`src/hdl/cli_pkg.sv`:
```
// Shared constants for the circular list block: action and status codes,
// field widths and the default capacity. No dependencies.
package cli_pkg;

  localparam int unsigned CapacityDefault = 32;

  localparam int unsigned ActionW  = 2;
  localparam int unsigned ValueW   = 32;
  localparam int unsigned StatusW  = 3;
  localparam int unsigned EntriesW = 6;

  localparam logic [ActionW-1:0] ActInsFront = 2'd0;
  localparam logic [ActionW-1:0] ActInsBack  = 2'd1;
  localparam logic [ActionW-1:0] ActRemove   = 2'd2;
  localparam logic [ActionW-1:0] ActDump     = 2'd3;

  localparam logic [StatusW-1:0] StDone     = 3'd0;
  localparam logic [StatusW-1:0] StFull     = 3'd1;
  localparam logic [StatusW-1:0] StEmpty    = 3'd2;
  localparam logic [StatusW-1:0] StNotFound = 3'd3;
  localparam logic [StatusW-1:0] StElement  = 3'd4;

endpackage

```
`src/hdl/circular_list_insert_remove.sv`:
```
// Top level of the bounded circular list: sequencer, head/count registers,
// output register. Depends on cli_pkg and cli_ram.
//
// Usage: one input beat (action, value) per item on a valid/ready channel.
// Inserts, removals and failed operations give one result beat; a dump of
// a non-empty list gives one beat per entry from the head, last_o set on
// the final one. Every result carries the entry count after the item.
// Timing: an insert passes through the response state to the output
// register. A removal searches one entry per cycle from the head, then
// shifts the tail down one entry per cycle through the single read and
// write port of the entry store, then passes through the response state.
// A dump reads the head, then gives one beat per cycle while not stalled.
// The next item is taken once the final result sits in the output register.
// Reset clears head, count, state and the output valid; the entry store
// needs no clearing, only written entries are ever read.
// A stalled receiver holds the output register; a dump simply pauses.
module circular_list_insert_remove #(
  parameter int unsigned CAPACITY = cli_pkg::CapacityDefault
) (
  input  logic                             clk_i,
  input  logic                             rst_ni,
  input  logic                             in_valid_i,
  output logic                             in_ready_o,
  input  logic [cli_pkg::ActionW-1:0]      action_i,
  input  logic signed [cli_pkg::ValueW-1:0] value_i,
  output logic                             out_valid_o,
  input  logic                             out_ready_i,
  output logic [cli_pkg::StatusW-1:0]      status_o,
  output logic signed [cli_pkg::ValueW-1:0] element_o,
  output logic [cli_pkg::EntriesW-1:0]     entries_o,
  output logic                             last_o
);
  import cli_pkg::*;

  localparam int unsigned IW = $clog2(CAPACITY);
  localparam int unsigned CW = $clog2(CAPACITY + 1);

  localparam logic [2:0] S_IDLE  = 3'd0;
  localparam logic [2:0] S_SRCH  = 3'd1;
  localparam logic [2:0] S_SHIFT = 3'd2;
  localparam logic [2:0] S_DUMP  = 3'd3;
  localparam logic [2:0] S_RESP  = 3'd4;

  function automatic logic [IW-1:0] slot(input logic [IW-1:0] h, input logic [CW-1:0] off);
    logic [CW:0] s;
    s = {{(CW + 1 - IW){1'b0}}, h} + {1'b0, off};
    if (s >= (CW + 1)'(CAPACITY)) begin
      s = s - (CW + 1)'(CAPACITY);
    end
    return s[IW-1:0];
  endfunction

  logic [2:0]         state_q, state_d;
  logic [IW-1:0]      head_q, head_d;
  logic [CW-1:0]      count_q, count_d;
  logic [CW-1:0]      idx_q, idx_d;
  logic [ValueW-1:0]  val_q, val_d;
  logic [StatusW-1:0] resp_q, resp_d;

  logic               out_valid_q, out_valid_d;
  logic [StatusW-1:0] status_q, status_d;
  logic [ValueW-1:0]  element_q, element_d;
  logic               last_q, last_d;
  logic [CW-1:0]      ent_q, ent_d;

  logic               we, re;
  logic [IW-1:0]      waddr, raddr;
  logic [ValueW-1:0]  wdata, rdata;

  logic               out_free, accept;
  logic [CW-1:0]      nxt, nxt2;
  logic [CW+5:0]      ent_ext;

  cli_ram #(
    .Depth(CAPACITY),
    .Width(ValueW)
  ) u_ram (
    .clk_i  (clk_i),
    .we_i   (we),
    .waddr_i(waddr),
    .wdata_i(wdata),
    .re_i   (re),
    .raddr_i(raddr),
    .rdata_o(rdata)
  );

  assign out_free = !out_valid_q || out_ready_i;
  assign accept   = in_valid_i && in_ready_o;
  assign nxt      = idx_q + CW'(1);
  assign nxt2     = idx_q + CW'(2);

  always_comb begin
    state_d     = state_q;
    head_d      = head_q;
    count_d     = count_q;
    idx_d       = idx_q;
    val_d       = val_q;
    resp_d      = resp_q;
    out_valid_d = out_valid_q && !out_ready_i;
    status_d    = status_q;
    element_d   = element_q;
    last_d      = last_q;
    ent_d       = ent_q;
    we          = 1'b0;
    waddr       = slot(head_q, idx_q);
    wdata       = rdata;
    re          = 1'b0;
    raddr       = slot(head_q, nxt);

    unique case (state_q)
      S_IDLE: begin
        if (accept) begin
          val_d   = value_i;
          idx_d   = '0;
          state_d = S_RESP;
          unique case (action_i) inside
            ActInsFront, ActInsBack: begin
              if (count_q >= CW'(CAPACITY)) begin
                resp_d = StFull;
              end else begin
                resp_d  = StDone;
                count_d = count_q + CW'(1);
                we      = 1'b1;
                wdata   = value_i;
                if (action_i == ActInsFront) begin
                  head_d = (head_q == '0) ? IW'(CAPACITY - 1) : head_q - IW'(1);
                  waddr  = head_d;
                end else begin
                  waddr = slot(head_q, count_q);
                end
              end
            end
            default: begin
              if (count_q == '0) begin
                resp_d = StEmpty;
              end else begin
                re      = 1'b1;
                raddr   = head_q;
                state_d = (action_i == ActDump) ? S_DUMP : S_SRCH;
              end
            end
          endcase
        end
      end

      // rdata holds the entry at offset idx_q
      S_SRCH: begin
        if (rdata == val_q) begin
          resp_d  = StDone;
          count_d = count_q - CW'(1);
          if (idx_q == '0) begin
            head_d  = slot(head_q, CW'(1));
            state_d = S_RESP;
          end else if (nxt == count_q) begin
            state_d = S_RESP;
          end else begin
            re      = 1'b1;
            raddr   = slot(head_q, nxt);
            state_d = S_SHIFT;
          end
        end else if (nxt == count_q) begin
          resp_d  = StNotFound;
          state_d = S_RESP;
        end else begin
          re    = 1'b1;
          raddr = slot(head_q, nxt);
          idx_d = nxt;
        end
      end

      // rdata holds offset idx_q+1; move it down to idx_q. count_q is
      // already decremented, so the tail is reached when idx_q+1 == count_q.
      S_SHIFT: begin
        we    = 1'b1;
        waddr = slot(head_q, idx_q);
        wdata = rdata;
        if (nxt == count_q) begin
          state_d = S_RESP;
        end else begin
          re    = 1'b1;
          raddr = slot(head_q, nxt2);
          idx_d = nxt;
        end
      end

      S_DUMP: begin
        if (out_free) begin
          out_valid_d = 1'b1;
          status_d    = StElement;
          element_d   = rdata;
          ent_d       = count_q;
          last_d      = (nxt == count_q);
          if (nxt == count_q) begin
            state_d = S_IDLE;
          end else begin
            re    = 1'b1;
            raddr = slot(head_q, nxt);
            idx_d = nxt;
          end
        end
      end

      S_RESP: begin
        if (out_free) begin
          out_valid_d = 1'b1;
          status_d    = resp_q;
          element_d   = '0;
          ent_d       = count_q;
          last_d      = 1'b1;
          state_d     = S_IDLE;
        end
      end

      default: begin
        state_d = S_IDLE;
      end
    endcase
  end

  always_ff @(posedge clk_i or negedge rst_ni) begin
    if (!rst_ni) begin
      state_q     <= S_IDLE;
      head_q      <= '0;
      count_q     <= '0;
      out_valid_q <= 1'b0;
    end else begin
      state_q     <= state_d;
      head_q      <= head_d;
      count_q     <= count_d;
      out_valid_q <= out_valid_d;
    end
  end

  always_ff @(posedge clk_i) begin
    idx_q     <= idx_d;
    val_q     <= val_d;
    resp_q    <= resp_d;
    status_q  <= status_d;
    element_q <= element_d;
    last_q    <= last_d;
    ent_q     <= ent_d;
  end

  assign ent_ext     = {6'b0, ent_q};
  assign in_ready_o  = (state_q == S_IDLE);
  assign out_valid_o = out_valid_q;
  assign status_o    = status_q;
  assign element_o   = element_q;
  assign entries_o   = ent_ext[5:0];
  assign last_o      = last_q;

endmodule

```
`src/hdl/cli_ram.sv`:
```
// Entry store of the circular list: one write port, one read port,
// registered read data that holds while no read is issued. No dependencies.
module cli_ram #(
  parameter int unsigned Depth = 32,
  parameter int unsigned Width = 32
) (
  input  logic                     clk_i,
  input  logic                     we_i,
  input  logic [$clog2(Depth)-1:0] waddr_i,
  input  logic [Width-1:0]         wdata_i,
  input  logic                     re_i,
  input  logic [$clog2(Depth)-1:0] raddr_i,
  output logic [Width-1:0]         rdata_o
);

  logic [Width-1:0] mem [Depth];
  logic [Width-1:0] rdata_q;

  always_ff @(posedge clk_i) begin
    if (we_i) begin
      mem[waddr_i] <= wdata_i;
    end
  end

  always_ff @(posedge clk_i) begin
    if (re_i) begin
      rdata_q <= mem[raddr_i];
    end
  end

  assign rdata_o = rdata_q;

endmodule
```
`config.mk`:
```
export PLATFORM = sky130hd
export DESIGN_NAME = circular_list_insert_remove
export DESIGN_NICKNAME = d
export VERILOG_FILES = /design/src/hdl/cli_pkg.sv /design/src/hdl/circular_list_insert_remove.sv /design/src/hdl/cli_ram.sv
export SDC_FILE = /design/constraint.sdc
export NUM_CORES = 1
export LEC_CHECK = 0
export BUFFER_PORTS_ARGS = -buffer_cell sky130_fd_sc_hd__buf_2
export CAP_MARGIN = 15
export CORE_MARGIN = 10
export CORE_UTILIZATION = 44
export DETAILED_ROUTE_END_ITERATION = 10
export GPL_TIMING_DRIVEN = 0
export HOLD_SLACK_MARGIN = 0.05
export MAX_ROUTING_LAYER = met4
export PLACE_DENSITY = 0.66
export SLEW_MARGIN = 0
export SYNTH_ARGS = -nofsm -noshare
export SYNTH_HDL_FRONTEND = slang
export SYNTH_SLANG_ARGS = --single-unit
```
`constraint.sdc`:
```
create_clock -name clk_i -period 10.55 [get_ports clk_i]
set_input_delay 0.5275 -clock clk_i [delete_from_list [all_inputs] [get_ports clk_i]]
set_output_delay 0.5275 -clock clk_i [all_outputs]
set_load 0.005 [all_outputs]
```
==> impl_metrics.toml, run 1 <==
[sta]
fmax_mhz = 165.5
hold_viol = 0
tns_ns = 0
relSlewSlack_pct = 21.08
finalCriticalPeriod_ns = 6.042
rsz0062_at_grt = "false"
skew_ns = 0.03224
setup_viol = 0
final.period_utilization_pct = 57.27
slew_violations = 0
worst_pin_slew_ns = 1.181

[place]
port_buffers = 81
routabilityCongestion = 0.8996
hpwl_microns = 97460

[setup_path]
path_cells = "inv_1, ha_1, xnor2_1, o211ai_1, a2111oi_4, o211ai_1, nand2_1, buf_2, buf_2, buf_1, nand2_1, a31oi_1, o32ai_1, nor4_1"
worstSetupPathType = "reg -> reg"
cpPeakStageDelay_ns = 0.86
start_kind = "flip-flop"
crit_slowest_cell = "nor4_1"
crit_buf_inv = 4
critPathMaxFanout = 10
arrival_ns = 6.38
ff2ff_setup_slack_ns = 4.51
required_ns = 10.89
end_kind = "flip-flop"
crit_family = "buffers and inverters"

[synthesis]
synth_edf_count = 1138
synth_nets = 3551
synth_top_flop_cell = "edfxtp_1"
synth_seq_cells = 1153
synth_area_sq_um = 47300
ys_types = 66
ys_seq_area_share_pct = 73.05
syn_area_per_cell_sq_um = 13.58
synthArstFlopShare_pct = 1.301
postSynthCellCount = 3484
yosys_warnings = 0

[cts]
postCtsHoldBufs = 26
clk_pin_slew_ns = 0.06
cts_buffers = 113
cts.repair.resized = 0
cts_setup_buffers = 0
cts_tree = "yes"
clock_path_buffers = 3
cts_sinks = 1153
h-tree-depth = 3
clk_latency_ns = 0.71
cts-root-buf = "clkbuf_16"

[floorplan]
ios = 82
die_w_microns = 347.9
die_height_microns = 347.9
start_util_pct = 44.24
die_area_sq_um = 121000
rows = 120
core_area_sq_um = 106900

[cells_and_area]
area_growth_syn_to_layout_pct = 16.07
most-common-layout-cells = "edfxtp_1 (1138), nand2_1 (841), a21oi_1 (251)"
finalNetCount = 3824
drive_above_1_share_pct = 10.88
fillers = 8825
final_common_cell = "edfxtp_1"

[drt]
final_antenna_net_count = 0
vias = 31400
viasPerCell = 5.969
drc = 0
drt-initial-drc-count = 4577
wl_microns = 140100
drtPass1Iterations = 6
wl_per_cell_microns = 26.63

[global_routing]
grtUsageMet3_pct = 4.685
grt_util_all_layers_pct = 23.18
antenna_found_initial = 4
grt-ovfl-total = 0
busiest_layer = "met2"
grt_pass1_vias = 30020
met2_usage_pct = 34.27
use_met1_pct = 31.87
grt_pass1_wl_microns = 203000
grt_max_degree = 33

[outcome]
outcome = "complete, no violations"

[job]
maxCapViolations = 0

[hold_path]
min_path_type = "in -> reg"
## final cells by class
| type | count | area [sq um] | share of cell area [%] |
|---|---|---|---|
| inverter | 15 | 56.30 | 0.1026 |
| timing repair buffer | 158 | 1833 | 3.339 |
| clock buffer | 134 | 2949 | 5.372 |
| clock inverter | 65 | 765.7 | 1.395 |
| antenna | 16 | 40.04 | 0.07294 |
| sequential | 1153 | 34550 | 62.93 |
| multi-input combinational | 2089 | 11900 | 21.68 |
| tap | 1403 | 1755 | 3.198 |
| buffer | 227 | 1049 | 1.910 |
## worst register-to-register path, cell delays in order, from the launching register on
cell	delay (ns)
edfxtp_1	0.54
inv_1	0.20
ha_1	0.42
xnor2_1	0.14
o211ai_1	0.23
a2111oi_4	0.58
o211ai_1	0.49
nand2_1	0.23
buf_2	0.39
buf_2	0.37
buf_1	0.77
nand2_1	0.11
a31oi_1	0.24
o32ai_1	0.13
nor4_1	0.86
## worst paths after layout
kind,endpoint,startpoint,cells past startpoint
max,u_ram.rdata_o[30]$_DFFE_PP_,idx_q[1]$_SDFFCE_PN0P_,14
min,val_q[31]$_DFFE_PP_,value_i[31],1
max reg2reg,u_ram.rdata_o[30]$_DFFE_PP_,idx_q[1]$_SDFFCE_PN0P_,14
min reg2reg,entries_o[5]$_DFFE_PP_,count_q[5]$_DFFE_PN0P_,0
max in group asynchronous,count_q[5]$_DFFE_PN0P_,rst_ni,2
min in group asynchronous,out_valid_o$_DFF_PN0_,rst_ni,2
## synth_stat cells, drive strengths merged (2+ instances only)
library cell / number / area [sq um]
a2111oi: 32 / 299.0
a211oi: 100 / 750.7
a21o: 10 / 75.07
a21oi: 252 / 1265
a221o: 2 / 20.02
a221oi: 3 / 38.79
a22oi: 34 / 255.2
a311o: 31 / 310.3
a311oi: 3 / 26.28
a31oi: 69 / 431.7
a32oi: 3 / 26.28
and2: 34 / 212.7
and3: 134 / 838.3
buf: 97 / 560.5
clkbuf: 130 / 488.0
dfrtp: 15 / 375.4
edfxtp: 1138 / 34170
fa: 5 / 100.1
ha: 24 / 300.3
inv: 15 / 56.30
mux2i: 94 / 940.9
nand2: 842 / 3161
nand2b: 5 / 31.28
nand3: 7 / 35.03
nand4: 10 / 62.56
nor2: 97 / 364.1
nor2b: 4 / 25.02
nor3: 69 / 345.3
nor3b: 2 / 15.01
nor4: 5 / 31.28
o211ai: 4 / 30.03
o21a: 35 / 262.8
o21ai: 49 / 245.2
o21bai: 6 / 45.04
o32ai: 32 / 280.3
or2: 4 / 25.03
or3: 5 / 31.28
xnor2: 52 / 463.0
xor2: 15 / 131.4
## flip-flops by register name, indices dropped and copies added (netlist names), 5 cells and up
register / count
idx_q: 6
element_o: 32
u_ram.mem: 1024
val_q: 32
u_ram.rdata_o: 32
head_q: 5
entries_o: 6
count_q: 6
## per-stage QoR
| stage | worst slack, ns | util, % | hold WS (ns) | area, sq um | instances |
|---|---|---|---|---|---|
| final | 4.508 | 51.35 | 0.09474 | 54900 | 5260 |
| after global routing | 4.439 | 51.33 | 0.07031 | 54880 | 5253 |
| after global placement | 3.357 | 46.26 | 0.4292 | 49460 | 4968 |
| after detailed placement | 4.931 | 47.28 | 0.4278 | 50550 | 5006 |
| after CTS | 4.868 | 51.00 | 0.06649 | 54520 | 5231 |
| after floorplan | 6.514 | - | 0.2319 | 47300 | 3484 |
## metal layers
metal,vias to the layer above,part of all wire (%)
met1,15670,41
met4,0,3.4
li1,13590,-
met2,1888,45
met3,250,11
met5,-,0
## cell families (layout without fill, tap and decap cells)
logic type	count (synthesis)	count (layout)	share of synthesized area, %
DFF	1153	1153	73.05
adders and majority gates	29	29	0.8466
AOI/OAI and AO/OA	674	674	9.415
xor gates and xnor gates	68	68	1.304
buffers and inverters	242	599	2.336
and+or+nand+nor	1223	1223	11.04
other	0	16	0
muxes	95	95	2.013
Power of run 1 is not shown: default switching activity piles up to over one toggle a cycle in this logic, so the estimate is an artifact.
==> inputs of run 2 (changes only) <==
Settings changed: PLACE_DENSITY 0.66 to 0.68.
Clock period 10.55 ns to 5.4 ns, I/O delays scaled along.
==> run 2 against run 1 <==
First-iteration DRC count grew 2.6%. Sequential share of layout area rose by 0.16 points. Die area unchanged. Non-clock buffer count up 9. Core utilization fell by 0.13 points. Critical endpoint is now u_ram.rdata_o[29]$_DFFE_PP_. Largest cell class unchanged. Highest routed layer unchanged.
==> impl_metrics.toml, run 2 (synthesis gave the netlist of run 1 again) <==
[setup_path]
arrival_ns = 5.88
ff2ff_setup_slack_ns = 0.08
worstSetupPathType = "reg -> reg"
end_kind = "flip-flop"
cpPeakStageDelay_ns = 0.62
critPathMaxFanout = 10
start_kind = "flip-flop"
path_cells = "inv_1, ha_1, xnor2_1, o211ai_1, a2111oi_4, o211ai_1, nand2_1, buf_2, buf_2, buf_1, nand2_1, a21oi_1, o32ai_1, a21oi_1, o21a_1"
required_ns = 5.96
crit_slowest_cell = "buf_1"

[cells_and_area]
final_cells = 5259
fillers = 8718
finalNetCount = 3832
largest_register_ffs = 1024
final_util_pct = 51.22
final_common_cell = "edfxtp_1"
area_growth_syn_to_layout_pct = 15.77
antenna_cells = 0
drive_above_1_share_pct = 11.57
top_register = "u_ram.mem"
most-common-layout-cells = "edfxtp_1 (1138), nand2_1 (841), a21oi_1 (245)"

[hold_path]
min_path_type = "in -> reg"

[floorplan]
ios = 82
rows = 120
die_w_microns = 347.9
die_area_sq_um = 121000
start_util_pct = 44.24
die_height_microns = 347.9
core_area_sq_um = 106900

[sta]
finalCriticalPeriod_ns = 5.324
skew_ns = 0.04455
relSlewSlack_pct = 17.39
rsz0062_at_grt = "true"
worst_pin_slew_ns = 1.236
setup_viol = 0
hold_viol = 0
slew_violations = 0
final.period_utilization_pct = 98.58
post-route-worst-setup-slack_ns = 0.07647
fmax_mhz = 187.8

[global_routing]
grt-ovfl-total = 0
grt_max_degree = 33
grt_util_all_layers_pct = 23.21
antenna_found_initial = 2
grt_pass1_vias = 29820
grt_pass1_wl_microns = 203000

[drt]
final_antenna_net_count = 0
viasPerCell = 5.965
drt-initial-drc-count = 4695
wl_microns = 140900
vias = 31370
drtPass1Iterations = 6
wl_per_cell_microns = 26.79
drc = 0

[place]
routabilityCongestion = 0.8974
hpwl_microns = 95400
place_ws_ns = 0.0001315
place_inst = 5005
port_buffers = 81

[job]
maxCapViolations = 0

[outcome]
outcome = "complete, no violations"

[cts]
cts_tree = "yes"
clk_latency_ns = 0.72
clk_pin_slew_ns = 0.06
cts_sinks = 1153
cts_buffers = 112
cts-root-buf = "clkbuf_16"
h-tree-depth = 3
clock_path_buffers = 3
==> run 2: changes by cell type in the layout (fill, tap and decap cells not counted), sizes merged <==
cell	change
buf	-8
bufinv	-9
clkbuf	+1
clkinv	+19
clkinvlp	+1
diode	-16
dlygate4sd3	+10
inv	+1
==> run 2: timing repair <==
item                                    4_1_cts  5_1_grt
buffers inserted                              0        0
gates resized for setup                       5       44
endpoints found under the setup margin        4       30
endpoints found under the hold margin        50        0
hold buffers                                 36        0
pin swaps                                     0        1
==> run 2: through the flow <==
| stage | area, sq um | hold WS (ns) | TNS [ns] |
|---|---|---|---|
| floorplan | 47300 | -0.02559 | 0 |
| global placement | 49460 | 0.1979 | -1362.03 |
| detailed placement | 50510 | 0.1961 | 0 |
| CTS | 54380 | 0.09369 | 0 |
| global route | 54760 | 0.1202 | -0.007986 |
| finish | 54760 | 0.1207 | 0 |
==> run 2: final timing paths <==
kind	endpoint	start	cells past startpoint
max	u_ram.rdata_o[29]$_DFFE_PP_	idx_q[1]$_SDFFCE_PN0P_	15
min	out_valid_o$_DFF_PN0_	out_ready_i	4
max reg2reg	u_ram.rdata_o[29]$_DFFE_PP_	idx_q[1]$_SDFFCE_PN0P_	15
min reg2reg	entries_o[5]$_DFFE_PP_	count_q[5]$_DFFE_PN0P_	0
max in group asynchronous	count_q[3]$_DFFE_PN0P_	rst_ni	3
min in group asynchronous	out_valid_o$_DFF_PN0_	rst_ni	3
==> run 2: layout make-up <==
| type | instances | area, sq um | share of cell area, % |
|---|---|---|---|
| flip-flops and latches | 1153 | 34550 | 63.09 |
| multi-input cells | 2089 | 11950 | 21.82 |
| clock buffers | 128 | 2863 | 5.228 |
| repair buffers | 167 | 1873 | 3.421 |
| well taps | 1403 | 1755 | 3.206 |
| plain buffers | 227 | 1077 | 1.967 |
| clock inverters | 77 | 633.1 | 1.156 |
| inverters | 15 | 56.30 | 0.1028 |
==> run 2: per-layer routing <==
layer | share of wire [%] | GRT usage, % | vias to the layer above
li1 | - | - | 13580
met1 | 39 | 31.11 | 15470
met2 | 44 | 34.31 | 2019
met3 | 12 | 5.095 | 308
met4 | 4.4 | 9.170 | 0
met5 | 0 | - | -
==> run 2: critical path: cells and delay by family, from the launching register on <==
kind                       cells  cell delay (ns)
xor gates and xnor gates       1             0.19
adders and majority gates      1             0.39
and+or+nand+nor                2             0.36
buffers and inverters          4             1.56
AOI/OAI and AO/OA              7             2.15
DFF                            1             0.52
Power of run 2 is left out for the same reason.
